--- src/hdl/pve_pkg.sv ---
// Shared widths, constants and state encoding for the pose-to-velocity estimator.
package pve_pkg;

    localparam int RES_W      = 32;  // saturated result width
    localparam int NUM_W      = 56;  // rounded dividend width
    localparam int DEN_W      = 42;  // divisor width (interval shifted left by 11)
    localparam int LANES      = 6;   // divider lanes
    localparam int QLANES     = 4;   // lanes used for the quaternion normalization
    localparam int SQRT_STEPS = 31;  // result bits of the square root
    localparam int DIV_STEPS  = 32;  // quotient bits of one division
    localparam int CNT_W      = 5;

    localparam logic [19:0] US_PER_S = 20'd1000000;

    typedef enum logic [8:0] {
        ST_IDLE  = 9'b000000001,
        ST_SQSUM = 9'b000000010,
        ST_SQRT  = 9'b000000100,
        ST_NDIV  = 9'b000001000,
        ST_DIFF  = 9'b000010000,
        ST_CROSS = 9'b000100000,
        ST_SCALE = 9'b001000000,
        ST_ODIV  = 9'b010000000,
        ST_DONE  = 9'b100000000
    } state_t;

endpackage

--- src/hdl/pve_div_lane.sv ---
// One divider lane: restoring division of a rounded magnitude, signed and saturated to 32 bits.
module pve_div_lane (
    input  logic                               aclk,
    input  logic                               aresetn,
    input  logic                               start,
    input  logic                               neg,
    input  logic [pve_pkg::NUM_W-1:0]          num,
    input  logic [pve_pkg::DEN_W-1:0]          den,
    output logic                               done,
    output logic signed [pve_pkg::RES_W-1:0]   result
);

    localparam int HI_W = pve_pkg::NUM_W - pve_pkg::DIV_STEPS;

    logic [pve_pkg::DIV_STEPS-1:0]  low_reg, low_next;
    logic [pve_pkg::DIV_STEPS-1:0]  quo_reg, quo_next;
    logic [pve_pkg::DEN_W:0]        rem_reg, rem_next;
    logic [pve_pkg::DEN_W-1:0]      den_reg, den_next;
    logic                           neg_reg, neg_next;
    logic                           ovf_reg, ovf_next;
    logic [pve_pkg::CNT_W-1:0]      cnt_reg, cnt_next;
    logic                           busy_reg, busy_next;
    logic                           done_reg, done_next;
    logic [pve_pkg::DEN_W:0]        rem2;
    logic [pve_pkg::DEN_W:0]        den_ext;

    always_comb begin
        den_ext   = {1'b0, den_reg};
        rem2      = {rem_reg[pve_pkg::DEN_W-1:0], low_reg[pve_pkg::DIV_STEPS-1]};
        low_next  = low_reg;
        quo_next  = quo_reg;
        rem_next  = rem_reg;
        den_next  = den_reg;
        neg_next  = neg_reg;
        ovf_next  = ovf_reg;
        cnt_next  = cnt_reg;
        busy_next = busy_reg;
        done_next = 1'b0;
        if (start) begin
            low_next  = num[pve_pkg::DIV_STEPS-1:0];
            quo_next  = '0;
            rem_next  = (pve_pkg::DEN_W + 1)'(num[pve_pkg::NUM_W-1:pve_pkg::DIV_STEPS]);
            den_next  = den;
            neg_next  = neg;
            // The quotient cannot fit in 32 bits when the high part already reaches the divisor.
            ovf_next  = (pve_pkg::DEN_W + 1)'(num[pve_pkg::NUM_W-1:pve_pkg::DIV_STEPS])
                        >= (pve_pkg::DEN_W + 1)'(den);
            cnt_next  = '0;
            busy_next = 1'b1;
        end else if (busy_reg) begin
            low_next = {low_reg[pve_pkg::DIV_STEPS-2:0], 1'b0};
            if (rem2 >= den_ext) begin
                rem_next = rem2 - den_ext;
                quo_next = {quo_reg[pve_pkg::DIV_STEPS-2:0], 1'b1};
            end else begin
                rem_next = rem2;
                quo_next = {quo_reg[pve_pkg::DIV_STEPS-2:0], 1'b0};
            end
            cnt_next = cnt_reg + 1'b1;
            if (cnt_reg == pve_pkg::CNT_W'(pve_pkg::DIV_STEPS - 1)) begin
                busy_next = 1'b0;
                done_next = 1'b1;
            end
        end
    end

    always_comb begin
        if (neg_reg) begin
            if (ovf_reg || quo_reg > {1'b1, {(pve_pkg::RES_W-1){1'b0}}}) begin
                result = {1'b1, {(pve_pkg::RES_W-1){1'b0}}};
            end else begin
                result = pve_pkg::RES_W'(0 - quo_reg);
            end
        end else begin
            if (ovf_reg || quo_reg[pve_pkg::DIV_STEPS-1]) begin
                result = {1'b0, {(pve_pkg::RES_W-1){1'b1}}};
            end else begin
                result = quo_reg;
            end
        end
    end

    always_ff @(posedge aclk) begin
        low_reg <= low_next;
        quo_reg <= quo_next;
        rem_reg <= rem_next;
        den_reg <= den_next;
        neg_reg <= neg_next;
        ovf_reg <= ovf_next;
        cnt_reg <= cnt_next;
        if (!aresetn) begin
            busy_reg <= 1'b0;
            done_reg <= 1'b0;
        end else begin
            busy_reg <= busy_next;
            done_reg <= done_next;
        end
    end

    assign done = done_reg;

endmodule

--- config.mk ---
export PLATFORM = sky130hd
export DESIGN_NAME = pve_div_lane
export DESIGN_NICKNAME = d
export VERILOG_FILES = /design/src/hdl/pve_pkg.sv /design/src/hdl/pve_div_lane.sv
export SDC_FILE = /design/constraint.sdc
export NUM_CORES = 1
export LEC_CHECK = 0
export ABC_CLOCK_PERIOD_IN_PS = 3000
export BUFFER_PORTS_ARGS = -buffer_cell sky130_fd_sc_hd__buf_4
export CAP_MARGIN = 30
export CORE_ASPECT_RATIO = 0.5
export CORE_UTILIZATION = 53
export CTS_CLUSTER_DIAMETER = 40
export CTS_CLUSTER_SIZE = 25
export DETAILED_ROUTE_END_ITERATION = 8
export PLACE_DENSITY_LB_ADDON = 0.08
export SYNTH_ARGS = -nofsm -noshare
export SYNTH_HDL_FRONTEND = slang
export SYNTH_SLANG_ARGS = --single-unit
--- constraint.sdc ---
create_clock -name aclk -period 3 [get_ports aclk]
set_input_delay 0.15 -clock aclk [delete_from_list [all_inputs] [get_ports aclk]]
set_output_delay 0.15 -clock aclk [all_outputs]
set_load 0.05 [all_outputs]
==> summary.txt <==
Yosys
  – YS warnings: 0
  – Top-area cell type share of the netlist area: a little under 30%
  – Mapped Cells: 1149
  – Cell variety after synth: 72
  – Post-Synth Adder-Cell Area: 8.57%
  – Compound-Gate Fraction of Synth Area: 18.3%
  – Synth Area in Simple Gates: 16.2%
  – Area contributors post-synth: edfxtp_1 (29%), dfxtp_1 (11%), ha_1 (8.4%), a21oi_1 (5.2%), nor2_1 (4.3%)
  – Syn nets: 1321
  – Post-synthesis register bit count: 157
  – Sequential fraction of the synthesis area: 40.2%
  – Main synth FF type: edfxtp_1
  – Main combinational cell family by area after synthesis: compound AO/OA/AOI/OAI gates
  – Syn Area/Cell: 8.97 µm²
  – Post-synthesis async set-or-reset flop share: 0%
  – Cell taking the most area after synthesis: edfxtp_1
  – Syn Std Cell Area: between 0.01 and 0.015 mm²
  – Number of synthesized flops with an enable pin: 100
  – Most frequent cell after synthesis: nor2_1
  – Most instantiated cells after synthesis: nor2_1 (117), a21oi_1 (108), inv_1 (103), edfxtp_1 (100), nand2_1 (99)
  – Synth Area in XOR/XNOR: roughly 3.2%
  – Mux cell area share after synthesis: 7.14%

Floorplan
  – Die Width: 199 µm
  – Starting Density: 55.1%
  – Die height: 101 µm
  – Die area: 0.0200 mm²
  – Rows: 35
  – IO Count: 135
  – Core region area: approximately 0.019 mm²

GRT
  – Met3 Use GR: 4.78%
  – Number of global-route vias before repair: about 9600
  – Global route overflow: 0
  – GR Util All Layers: 29.8%
  – M1 GR Usage: 38.9%
  – Largest net degree at the start of global routing: 67
  – Initial antenna violation count: 0
  – GR peak layer: met2
  – First-pass GRT wire length: around 47000 µm
  – Met2 Resource Use GR: 51.2%

Place
  – GPL Wtd Cong: between 0.8 and 0.9
  – Inst Count DP: between 1500 and 2000
  – Placement Setup Slack: -389 ps
  – Port Buffers: 134
  – DPL Wire Length: 19800 µm

Timing
  – RSZ-0062 raised after global routing: yes
  – Measured slew at the worst slew-check pin: 830 ps
  – Worst Slack Setup Final: -670 ps
  – Max Freq: 0.272 GHz
  – Slew margin rel.: between 40% and 50%
  – Min cycle time layout: 3670 ps
  – Max-slew violations: 0
  – Setup Skew: 9.97 ps
  – Final period utilization: 122%
  – Setup violations, final: between 70 and 80
  – Final hold vios: 0

Drt
  – Wire per inst: 17.7 µm
  – Number of routed nets with antenna violations: 0
  – Vias per inst: 5.77
  – Vias: 9956
  – Final wirelength: 30500 µm
  – Drt pass-1 iters: 5
  – Drt drc: 0
  – Initial DRC count: roughly 630

Run status
  – Status: finished, violations left
  – Failing checks: negative setup slack

Critical path
  – Slowest cell on crit path: or4_4
  – FF-to-FF path depth: 11
  – Worst setup path class: reg2out
  – Element type at the critical path start: flip-flop
  – Worst Path Required: 2850 ps
  – CP peak stage delay: 450 ps
  – Worst Path Arrival: 3520 ps
  – Crit. path cell count: 13
  – Critical-path cell list: inv_2 > ha_4 > or3b_4 > nor4_4 > nand2_2 > nor4_4 > nand2_2 > or4_4 > o31a_1 > o41ai_2 > nand2_1 > o311ai_4 > buf_6
  – WP buf/inv: 2
  – Crit path max fanout: 5
  – CP Capture Type: output port
  – Crit path max-delay family: simple AND/OR/NAND/NOR gates

Clock tree
  – Root Driver: clkbuf_16
  – Total CTS buffers: 17
  – CTS sink count: 157
  – TritonCTS clock tree: yes
  – Worst skew pair latency: ~430 ps
  – CTS H-tree depth: 4
  – Clock Path Buffers: 2
  – Clock transition at path regs: 60 ps

Flow run
  – Max-Cap Viols: 0

Power
  – Power Dens Cells: 508 mW/mm²
  – VDD IR max: around 0.44 mV
  – Leakage power: 6.52 nW

Layout
  – Nets@finish: 1625
  – Synth-to-layout area growth: 46.8%
  – Finished Layout Cells: 1725
  – Share of layout cells above drive strength 1: 36.1%
  – Antenna Cells: 0

Hold path
  – HP Class: in2reg
  – Hold path depth: 2
final cells by class:
class                           instances  area [µm²]
Tap cell                              259         324
Inverter                              103         387
Clock inverter                         13         141
Timing Repair Buffer                  349        3040
Fill cell                            1194        3580
Clock buffer                           19         433
Multi-Input combinational cell        825        6650
Sequential cell                       157        4150
per-layer routing:
layer | share of wire (%) | vias to the layer above
met1 | 44 | 4764
met2 | 48 | 381
met5 | 0 | -
li1 | - | 4754
met3 | 5.8 | 57
met4 | 1.8 | 0
stage by stage:
step           hold WS [ps]  TNS (ps)  area (µm²)  power [mW]  util, %
2_1_floorplan           249     -5060       10700        4.08        -
3_3_place_gp            337     -8260       12800        4.87     68.4
3_5_place_dp            334    -15650       12800        4.91     68.4
4_1_cts               0.876    -22900       14700        7.45     78.5
5_1_grt                4.34    -31890       15100        8.01     80.9
6_report               4.86    -23250       15100        7.68     80.9
placed cells by master, fill, tap and decap left out, types with 22 or more instances in the layout:
cell type	instances
edfxtp_1	100
mux2i_1	33
buf_4	257
a21oi_4	24
xor2_1	22
buf_6	34
o21ai_1	25
ha_1	57
dfxtp_1	53
nand2_1	90
o21ai_0	33
mux2_2	31
inv_1	100
nor2_1	105
a21oi_1	73
dlygate4sd3_1	44
power breakdown:
group,switching (mW),internal (mW),leakage [nW]
clock,0.939,1.23,0.266
sequential,0.0893,2.49,1.45
combinational,1.59,1.35,4.80
total,2.61,5.07,6.52
logic make-up (layout without fill, tap and decap cells):
| logic type | Yosys count | count (layout) |
|---|---|---|
| flops | 157 | 157 |
| simple gates | 346 | 346 |
| xor+xnor | 38 | 38 |
| compound gates | 302 | 302 |
| mux | 69 | 69 |
| fa+ha+maj | 70 | 70 |
| buf+inv | 167 | 484 |
what timing repair did:
| item | CTS | global route |
|---|---|---|
| gates cloned | 5 | 1 |
| resized for setup | 144 | 82 |
| pin swaps | 55 | 24 |
| setup buffers | 23 | 10 |
| setup endpoints to repair | 75 | 75 |
| endpoints found under the hold margin | 45 | 0 |
| hold buffers | 44 | 0 |
worst paths after layout:
kind / startpoint / endpoint / slack [ps]
max: quo_reg[0] / result[16] / -670
min: num[51] / rem_reg[19] / 5
max reg2reg: rem_reg[17] / rem_reg[37] / -280
min reg2reg: cnt_reg[4] / cnt_reg[4] / 500
Note: power is estimated with default switching activity, not from simulation.
