==> config.mk <==
export PLATFORM = sky130hd
export DESIGN_NAME = pve_sqrt
export DESIGN_NICKNAME = d
export VERILOG_FILES = /design/src/hdl/pve_pkg.sv /design/src/hdl/pve_sqrt.sv
export SDC_FILE = /design/constraint.sdc
export NUM_CORES = 1
export LEC_CHECK = 0
export ABC_AREA = 1
export CAP_MARGIN = 20
export CORE_ASPECT_RATIO = 0.5
export CORE_MARGIN = 3
export CORE_UTILIZATION = 31
export CTS_CLUSTER_DIAMETER = 50
export DETAILED_ROUTE_END_ITERATION = 8
export DONT_BUFFER_PORTS = 1
export PLACE_DENSITY = 0.49
export SYNTH_ARGS = -nofsm -noshare
export SYNTH_HDL_FRONTEND = slang
export SYNTH_SLANG_ARGS = --single-unit
==> constraint.sdc <==
create_clock -name aclk -period 2.1 [get_ports aclk]
set_clock_uncertainty 0.05 [all_clocks]
set_input_delay 0.315 -clock aclk [delete_from_list [all_inputs] [get_ports aclk]]
set_output_delay 0.315 -clock aclk [all_outputs]
set_load 0.1 [all_outputs]
==> src/hdl/pve_pkg.sv <==
// Shared widths, constants and state encoding for the pose-to-velocity estimator.
package pve_pkg;

    localparam int RES_W      = 32;  // saturated result width
    localparam int NUM_W      = 56;  // rounded dividend width
    localparam int DEN_W      = 42;  // divisor width (interval shifted left by 11)
    localparam int LANES      = 6;   // divider lanes
    localparam int QLANES     = 4;   // lanes used for the quaternion normalization
    localparam int SQRT_STEPS = 31;  // result bits of the square root
    localparam int DIV_STEPS  = 32;  // quotient bits of one division
    localparam int CNT_W      = 5;

    localparam logic [19:0] US_PER_S = 20'd1000000;

    typedef enum logic [8:0] {
        ST_IDLE  = 9'b000000001,
        ST_SQSUM = 9'b000000010,
        ST_SQRT  = 9'b000000100,
        ST_NDIV  = 9'b000001000,
        ST_DIFF  = 9'b000010000,
        ST_CROSS = 9'b000100000,
        ST_SCALE = 9'b001000000,
        ST_ODIV  = 9'b010000000,
        ST_DONE  = 9'b100000000
    } state_t;

endpackage

==> src/hdl/pve_sqrt.sv <==
// Iterative integer square root of a sum of squares scaled by 2^28, one bit per cycle.
module pve_sqrt (
    input  logic        aclk,
    input  logic        aresetn,
    input  logic        start,
    input  logic [32:0] sum_sq,
    output logic        done,
    output logic [30:0] root
);

    logic [61:0]                 n_reg, n_next;
    logic [32:0]                 rem_reg, rem_next;
    logic [30:0]                 root_reg, root_next;
    logic [pve_pkg::CNT_W-1:0]   cnt_reg, cnt_next;
    logic                        busy_reg, busy_next;
    logic                        done_reg, done_next;
    logic [34:0]                 rem2;
    logic [34:0]                 trial;

    always_comb begin
        rem2      = {rem_reg, n_reg[61:60]};
        trial     = {2'b00, root_reg, 2'b01};
        n_next    = n_reg;
        rem_next  = rem_reg;
        root_next = root_reg;
        cnt_next  = cnt_reg;
        busy_next = busy_reg;
        done_next = 1'b0;
        if (start) begin
            n_next    = {1'b0, sum_sq, 28'd0};
            rem_next  = '0;
            root_next = '0;
            cnt_next  = '0;
            busy_next = 1'b1;
        end else if (busy_reg) begin
            n_next = {n_reg[59:0], 2'b00};
            if (rem2 >= trial) begin
                rem_next  = 33'(rem2 - trial);
                root_next = {root_reg[29:0], 1'b1};
            end else begin
                rem_next  = rem2[32:0];
                root_next = {root_reg[29:0], 1'b0};
            end
            cnt_next = cnt_reg + 1'b1;
            if (cnt_reg == pve_pkg::CNT_W'(pve_pkg::SQRT_STEPS - 1)) begin
                busy_next = 1'b0;
                done_next = 1'b1;
            end
        end
    end

    always_ff @(posedge aclk) begin
        n_reg    <= n_next;
        rem_reg  <= rem_next;
        root_reg <= root_next;
        cnt_reg  <= cnt_next;
        if (!aresetn) begin
            busy_reg <= 1'b0;
            done_reg <= 1'b0;
        end else begin
            busy_reg <= busy_next;
            done_reg <= done_next;
        end
    end

    assign done = done_reg;
    assign root = root_reg;

endmodule

==> results.cfg, run 1 <==
[logic_synthesis]
synth.net_count = 1124
synth_largest_area_cell = nand2_1
yosysWarnings = 0
yosysUniqueCellTypes = 41
synthTopCellsByArea = nand2_1 23%, dfxtp_1 21%, edfxtp_1 14%
synth_async_sr_flop_share = 0
synth_cells = 1053
synth_seq_cells = 105
yosysSeqAreaShare = 0.347
synth_top_cell_area_share = 0.235
syn-cell-area_mm2 = 0.00700
ys.flop_type = dfxtp_1
synth-edff-count = 33
syn_avg_cell_area_um2 = 6.65

[detailed_routing]
vias = 6530
drc = 0
viasPerCell = 4.57
ant_nets = 0
dr.pass1.iters = 5
drt_wl_total_um = 20200
drt-initial-drc-count = 387
avgRoutedWirePerCell_um = 14.1

[floorplan]
start_util = 0.319
die_w_um = 219
dieHeight_um = 112
rows = 38
core_region_area_mm2 = 0.0219
boundaryPins = 68
dieArea_mm2 = 0.0245

[global_routing]
grt_max_degree = 48
overflow = 0
grt_usage = 0.165
antenna_found_initial = 0
grt_pass1_vias = 6218
grt_pass1_wl_um = 32200

[cts]
cts_buffers = 9
cts.clk_slew.worst_paths_ns = 0.08
clock_latency_ns = 0.37
clock_path_buffers = 2
cts_tree = done
clock_sinks = 105
root_buffer = clkbuf_16
h-tree-depth = 3

[timing]
setup-tns-final_ns = 0
rsz0062_at_grt = yes
hold_violations = 0
setup_viol = 0
maxSlewHeadroom = 0.536
max_freq_mhz = 492
fin_crit_sh = 0.968
worst_slew_pin_slew_ns = 0.695
finalMaxSlewViolations = 0
fin_crit_ns = 2.03

[worst_setup_path]
critPathKind = flop to flop
worstSetupEndpointType = flop
setup.worst_path.start_class = flop
r2r-start = root[27]
cp.arrival_ns = 2.25
startpoint = root[27]
r2r-end = rem_reg[26]
crit_path_max_fanout = 7
worstPathRequired_ns = 2.31
reg2reg_depth = 14
regToRegSetupSlack_ns = 0.07

[cells_and_area]
antennaDiodeCount = 0
stdcell_area_mm2 = 0.00921
final_util = 0.420
final_layout_size_suffix_gt1_frac = 0.302
synthToLayoutAreaGrowth_pct = 31.5
nNetsFinal = 1196
largest_register_ffs = 34

[hold_path]
holdPathEnd = busy_reg
whs_path_depth = 2
hold_start = aresetn
min_path_type = input pin to flop

[placement]
gp_congestion = 0.909
dpl_cell_area_mm2 = 0.00832
numPortBuffers = 0
dp_hpwl_um = 15500

[job]
maxCapViolCount = 0

[run_status]
status = finished, final reports clean
==> worst max-delay path, stage by stage, from the launching register on <==
cell and delay, ns:
dfxtp_4 0.35, inv_2 0.05, ha_4 0.30, nand2_2 0.08, nor2_2 0.14, nand2_2 0.10, nor2_4 0.11, nand2_1 0.09
nand3_4 0.09, nor2_4 0.06, nand2_8 0.11, clkbuf_16 0.17, nand3_1 0.09, nand3_2 0.08, nand2_1 0.05
==> cells in the final DEF, fill, tap and decap left out, types with 10 or more instances in the layout <==
| cell | n |
|---|---|
| nand2_1 | 388 |
| inv_1 | 127 |
| buf_4 | 80 |
| nand3_1 | 54 |
| nand2_2 | 53 |
| dfxtp_1 | 39 |
| nor2_1 | 35 |
| edfxtp_1 | 33 |
| ha_4 | 32 |
| dfxtp_4 | 31 |
| o22ai_1 | 30 |
| inv_2 | 28 |
| nand3_2 | 21 |
| a21oi_1 | 16 |
| nand2_4 | 15 |
| inv_4 | 15 |
| nor2_4 | 11 |
| clkbuf_16 | 11 |
| nand3b_1 | 10 |
==> cell usage after synthesis, types with 8 or more instances <==
cell and number:
a21oi_1 20, nand3_1 65, ha_1 35, nand2_2 15, nor2_1 42, nand3b_1 10, edfxtp_1 33, nor2_2 8
nand3_2 12, xor2_1 10, o22ai_1 30, clkbuf_1 15, nand2_1 438, inv_1 161, nor3_1 11, dfxtp_1 72
==> metal layers <==
layer,global-route usage,share of wire
met3,0.0433,0.050
met5,0,0
met1,0.240,0.52
met2,0.248,0.42
met4,0.0321,0.0079
==> per-stage QoR <==
stage                     hold slack [ns]  setup WS, ns  instances
after CTS                          0.0134      -0.00179       1419
after detailed placement            0.356       0.00664       1402
after floorplan                     0.372      -0.00392       1053
final                              0.0277        0.0676       1430
after global placement              0.352        0.0144       1402
after global routing               0.0272       -0.0536       1430
==> cells by family (layout without fill, tap and decap cells) <==
| kind of cell | after synthesis | after routing | share of synthesized area |
|---|---|---|---|
| XOR/XNOR | 15 | 15 | 0.0188 |
| AO/OA/AOI/OAI | 73 | 73 | 0.0625 |
| adder cells (fa/ha/maj) | 35 | 35 | 0.0625 |
| AND/OR/NAND/NOR | 625 | 625 | 0.390 |
| flip-flops | 105 | 105 | 0.347 |
| buffers and inverters | 200 | 277 | 0.119 |
==> repair_timing <==
item,4_1_cts,5_1_grt
hold buffers,1,0
pin swaps,0,44
gates cloned,0,2
resized for setup,1,123
setup endpoints to repair,7,34
hold endpoints to repair,1,0
setup buffers,0,9
==> area by class of cell <==
cell class / instances / area, µm²
sequential: 105 / 2550
timing repair buffer: 91 / 786
multi-input combinational: 748 / 4540
tap: 300 / 375
fill: 2329 / 12700
inverter: 170 / 673
clock inverter: 6 / 51.3
clock buffer: 10 / 229
==> how the worst max path moves through the flow <==
stage	endpoint	slack, ns
final	rem_reg[26]	0.07
after global routing	rem_reg[30]	-0.05
after CTS	rem_reg[21]	-0.002
after detailed placement	rem_reg[5]	0.007
after global placement	rem_reg[23]	0.01
after floorplan	rem_reg[16]	-0.004
Power of run 1 is left out: the tool's default activity adds up to more than one toggle a clock period on the data nets, which glitch-free logic cannot reach.
==> run 2: changes to the inputs <==
--- a/config.mk
+++ b/config.mk
@@ -15,3 +15,4 @@
 export DONT_BUFFER_PORTS = 1
-export PLACE_DENSITY = 0.49
+export PLACE_DENSITY = 0.48
+export SETUP_SLACK_MARGIN = 0.4
 export SYNTH_ARGS = -nofsm -noshare
==> constraint.sdc (replaced) <==
create_clock -name aclk -period 2.3 [get_ports aclk]
set_clock_uncertainty 0.05 [all_clocks]
set_input_delay 0.23 -clock aclk [delete_from_list [all_inputs] [get_ports aclk]]
set_output_delay 0.23 -clock aclk [all_outputs]
set_load 0.1 [all_outputs]
==> run 2 against run 1 <==
  * Setup slack better by 0.16 ns
  * Global-route usage up 0.98 points
  * Design area up 4.1%
  * Clock-buffer cell count unchanged
  * Die area unchanged
  * Sequential cell count unchanged
  * Via count up 1.9%
  * Wire length up 4.4%
  * Fmax down 1.9%
  * Register-to-register slack better by 0.16 ns
  * Non-clock buffer count up 19
==> results.cfg, run 2 (synthesis results as in run 1) <==
[run_status]
status = finished, final reports clean

[hold_path]
min_path_type = input pin to flop
whs_path_depth = 2

[cts]
cts_buffers = 9
root_buffer = clkbuf_16
clock_path_buffers = 2
clock_latency_ns = 0.37
clock_sinks = 105
cts.clk_slew.worst_paths_ns = 0.07
h-tree-depth = 3
cts_tree = done

[job]
maxCapViolCount = 0

[detailed_routing]
drc = 0
viasPerCell = 4.59
dr.pass1.iters = 6
drt-initial-drc-count = 338
drt_wl_total_um = 21100
vias = 6655
ant_nets = 0
avgRoutedWirePerCell_um = 14.6

[floorplan]
die_w_um = 219
dieArea_mm2 = 0.0245
rows = 38
core_region_area_mm2 = 0.0219
dieHeight_um = 112
boundaryPins = 68
start_util = 0.319

[worst_setup_path]
critPathKind = flop to flop
worstSetupEndpointType = flop
slowest_stage = dfxtp_4
worstPathRequired_ns = 2.51
crit_buf_inv = 2
reg2reg_depth = 13
cp.arrival_ns = 2.28
cp_slowest_stage_delay_ns = 0.36
crit_path_max_fanout = 8
path_common_cell = nand2_1
setup.worst_path.start_class = flop
path_cells = inv_4 -> ha_4 -> a21oi_2 -> nand2_2 -> a21oi_4 -> nand3_4 -> nand2_4 -> nand2_8 -> buf_12 -> nand2_2 -> nand2_1 -> nand2_1 -> nand2_1
crit_family = simple AND/OR/NAND/NOR gates
path_depth = 13

[placement]
dp_hpwl_um = 15700
dpl_cell_area_mm2 = 0.00822
numPortBuffers = 0
gp_congestion = 0.883
dp.cells = 1369

[timing]
setup-tns-final_ns = 0
rsz0062_at_grt = yes
worst_slew_pin_slew_ns = 0.638
finalMaxSlewViolations = 0
setup_viol = 0
fin_crit_ns = 2.07
maxSlewHeadroom = 0.574
max_freq_mhz = 483
fin_crit_sh = 0.900
hold_violations = 0

[cells_and_area]
nNetsFinal = 1215
final_cell_mix = 374 x nand2_1, 122 x inv_1, 69 x buf_4
stdcell_area_mm2 = 0.00959
fin_cells = 1449
largest_register_ffs = 34
final_common_cell = nand2_1
final_layout_size_suffix_gt1_frac = 0.318
synthToLayoutAreaGrowth_pct = 36.9
antennaDiodeCount = 0

[global_routing]
grt_max_degree = 36
overflow = 0
grt_usage = 0.175
grt_pass1_vias = 6332
grt_pass1_wl_um = 33900
antenna_found_initial = 0
## run 2: cell count changes in the layout (fill, tap and decap cells not counted), moves of 3 or more
cell	previous run	this run
inv_4	15	33
inv_2	28	14
dfxtp_1	39	21
buf_4	80	69
nand2_1	388	374
nand2_2	53	60
dlygate4sd3_1	1	32
dfxtp_2	2	20
inv_1	127	122
nor2_4	11	14
nand2_4	15	23
## run 2: final timing paths
path	startpoint	to	slack [ns]
hold reg to reg	n_reg[59]	n_reg[61]	0.41
hold / removal	start	n_reg[52]	0.02
setup reg to reg	root[16]	rem_reg[12]	0.23
setup / recovery	root[16]	rem_reg[12]	0.23
## run 2: timing repair
action                                  4_1_cts  5_1_grt
endpoints found under the setup margin       34       34
pin swaps                                     3       72
hold buffers                                 32        0
buffers inserted                              5       24
hold endpoints to repair                     33        0
resized for setup                            18      127
gates cloned                                  0        2
## run 2: layer usage
metal  wire [µm]  vias up  track usage
li1            -     3485            -
met4         201        0       0.0391
met5           0        -            0
met1       11300     3049        0.267
met3         882       15       0.0384
met2        8720      106        0.249
## run 2: final cells by class
| class | count | area, µm² |
|---|---|---|
| clock inverter | 6 | 62.6 |
| sequential | 105 | 2570 |
| fill | 2275 | 12300 |
| multi-input combinational | 748 | 4620 |
| tap | 300 | 375 |
| clock buffer | 10 | 229 |
| timing repair buffer | 110 | 1010 |
| inverter | 170 | 721 |
## run 2: metrics by stage
stage	utilization	setup slack, ns	hold slack, ns
finish	0.437	0.229	0.0225
global route	0.437	0.121	0.000279
CTS	0.406	0.252	0.000301
detailed placement	0.375	0.167	0.270
global placement	0.375	0.140	0.265
floorplan	-	0.225	0.312
Power of run 2 is left out for the same reason.
==> run 3: changes to the inputs <==
Settings changed: ABC_AREA 1 to 0, GPL_ROUTABILITY_DRIVEN set to 0, PLACE_DENSITY 0.48 to unset, PLACE_DENSITY_LB_ADDON set to 0.3.
==> run 3 against run 2 <==
  * First-iteration DRC count shrank 40%
  * Critical path type unchanged
  * Clock-buffer cell count shrank 1
  * Sequential share of layout area is 3.9 points higher
  * Synthesized cell count fell by 41%
  * Area after synthesis shrank 14%
  * Register-to-register slack worse by 0.50 ns
  * Global-route usage decreased by 2.6 points
  * Critical path depth decreased by 1
  * The flow now finishes with violations (setup timing)
  * Non-clock buffer count increased by 60
  * Highest routed layer unchanged
  * Sequential cell count is the same
==> results.cfg, run 3 <==
[run_status]
status = complete, but fails checks
violations = setup timing

[cells_and_area]
synthToLayoutAreaGrowth_pct = 37.8
final_layout_size_suffix_gt1_frac = 0.396
largest_register_ffs = 34
final_common_cell = buf_4
final_cell_mix = 163 x buf_4, 60 x nor2_1, 49 x mux2i_1
antennaDiodeCount = 0
nNetsFinal = 841
stdcell_area_mm2 = 0.00825

[timing]
hold_violations = 0
worst_slew_pin_slew_ns = 0.557
fin_crit_ns = 2.57
finalMaxSlewViolations = 0
fin_crit_sh = 1.12
rsz0062_at_grt = yes
maxSlewHeadroom = 0.629
setup_viol = 34
worst_slack_ns = -0.268
max_freq_mhz = 389

[worst_setup_path]
r2r-start = root[13]
regToRegSetupSlack_ns = -0.27
cp_slowest_stage_delay_ns = 0.40
worstSetupEndpointType = flop
slowest_stage = ha_1
worstPathRequired_ns = 2.55
crit_path_max_fanout = 19
startpoint = root[13]
critPathKind = flop to flop
cp.arrival_ns = 2.82
reg2reg_depth = 12
setup.worst_path.start_class = flop
worstSetupEndpoint = rem_reg[25]
path_cells = inv_1 -> ha_1 -> nand2_1 -> nor3_1 -> buf_4 -> a31oi_4 -> o21ai_4 -> o21ai_4 -> buf_12 -> buf_12 -> or3_1 -> nand2_1
r2r-end = rem_reg[25]

[detailed_routing]
dr.pass1.iters = 5
drc = 0
wl_met1_um = 7180
wl_met2_um = 6920
drt-initial-drc-count = 202
maxUsedRoutingLayer = met4
avgRoutedWirePerCell_um = 14.6
vias = 4933
viasPerCell = 4.77
wl_met3_um = 882
ant_nets = 0
drt_wl_total_um = 15100

[logic_synthesis]
syn_avg_cell_area_um2 = 9.62
yosysWarnings = 0
synth-edff-count = 33
synth_top_cell_area_share = 0.241
yosysUniqueCellTypes = 54
yosysSeqAreaShare = 0.406
syn-cell-area_mm2 = 0.00599
synth.net_count = 694
synthTopCellsByArea = dfxtp_1 24%, edfxtp_1 17%, mux2i_1 8.5%
synth_async_sr_flop_share = 0
synth_seq_cells = 105
ys.flop_type = dfxtp_1
synthTopCellsByCount = 72 x dfxtp_1, 62 x nor2_1, 51 x mux2i_1
synthMostInstantiatedCell = dfxtp_1
synth_cells = 623
synth_largest_area_cell = dfxtp_1

[global_routing]
grt_usage = 0.148
antenna_found_initial = 0
overflow = 0
grt_pass1_vias = 5205
grt_max_degree = 45
grt_pass1_wl_um = 25700

[placement]
dp_slack_ns = -0.271
dp_hpwl_um = 11000
numPortBuffers = 0
dpl_cell_area_mm2 = 0.00764

[pwr]
p_leak_nw = 3.40
worst_ir_drop_vdd_mv = 0.991
powerDensity_mw_per_mm2 = 1710

[cts]
h-tree-depth = 3
clock_path_buffers = 2
clock_latency_ns = 0.36
root_buffer = clkbuf_16
cts_buffers = 9
cts.clk_slew.worst_paths_ns = 0.08
cts_tree = done
clock_sinks = 105

[floorplan]
boundaryPins = 68
dieArea_mm2 = 0.0211
core_region_area_mm2 = 0.0187
rows = 35
start_util = 0.321
die_w_um = 203
dieHeight_um = 104

[job]
maxCapViolCount = 0

[hold_path]
min_path_type = input pin to flop
==> run 3: cell types whose count changed after synthesis, moves of 15 or more <==
cell,delta
a21o_1,+16
inv_1,-123
mux2_2,+31
mux2i_1,+51
nand2_1,-396
nand2_2,-15
nand3_1,-50
nor2_1,+20
o22ai_1,-29
==> run 3: layer usage <==
metal  global-route usage  vias to the layer above
met5                    0                        -
li1                     -                     2534
met4               0.0415                        0
met1                0.190                     2306
met3               0.0481                        8
met2                0.241                       85
==> run 3: cell type report <==
| class | instances | area, µm² |
|---|---|---|
| multi-input cells | 446 | 3620 |
| clock inverters | 7 | 70.1 |
| repair buffers | 170 | 1340 |
| inverters | 38 | 145 |
| flip-flops and latches | 105 | 2530 |
| well taps | 259 | 324 |
| fillers | 1845 | 10400 |
| clock buffers | 9 | 225 |
==> run 3: critical path: cells and delay by family, from the launching register on <==
kind,cells,cell delay (ns)
buffers and inverters,4,0.53
DFF,1,0.34
AOI/OAI and AO/OA,3,0.39
and+or+nand+nor,4,0.79
adders and majority gates,1,0.40
==> run 3: worst min-delay path by stage <==
stage | from | endpoint | slack, ns | cells after the start
6_report | sum_sq[1] | n_reg[29] | 0.03 | 1
5_1_grt | start | n_reg[29] | 0.02 | 1
2_1_floorplan | aresetn | done | 0.29 | 2
4_1_cts | sum_sq[1] | n_reg[29] | 0.02 | 1
3_5_place_dp | start | root[1] | 0.26 | 1
3_3_place_gp | start | root[1] | 0.26 | 1
==> run 3: report_power, final <==
group	leakage, nW	internal [mW]	switching, mW
registers	0.942	2.21	0.210
clock network	0.143	0.767	0.774
logic	2.31	5.36	4.78
==> run 3: cell families (layout without fill, tap and decap cells) <==
group | count (synthesis) | count (layout) | share of synthesized area
xor+xnor | 35 | 35 | 0.0512
fa+ha+maj | 35 | 35 | 0.0731
simple gates | 163 | 163 | 0.122
mux | 82 | 82 | 0.143
flops | 105 | 105 | 0.406
compound gates | 131 | 131 | 0.156
buf+inv | 72 | 224 | 0.0480
==> run 3: metrics by stage <==
step	hold slack [ns]	std cells	setup TNS, ns	total power, mW	util
finish	0.0340	1034	-5.74	14.1	0.442
global route	0.0157	1034	-10.29	15.2	0.442
CTS	0.0163	1031	-6.17	13.7	0.435
detailed placement	0.259	1010	-6.72	11.6	0.410
global placement	0.258	1010	-5.03	11.5	0.410
floorplan	0.294	623	-10.02	8.35	-
==> run 3: what timing repair did <==
action                     CTS  global route
hold buffers                 2             0
setup endpoints to repair   34            34
gates resized for setup     21            28
pin swaps                   11             8
gates cloned                 0             0
hold endpoints to repair    45             0
buffers inserted             3             3
No activity file was read; power rests on OpenSTA's default activity.
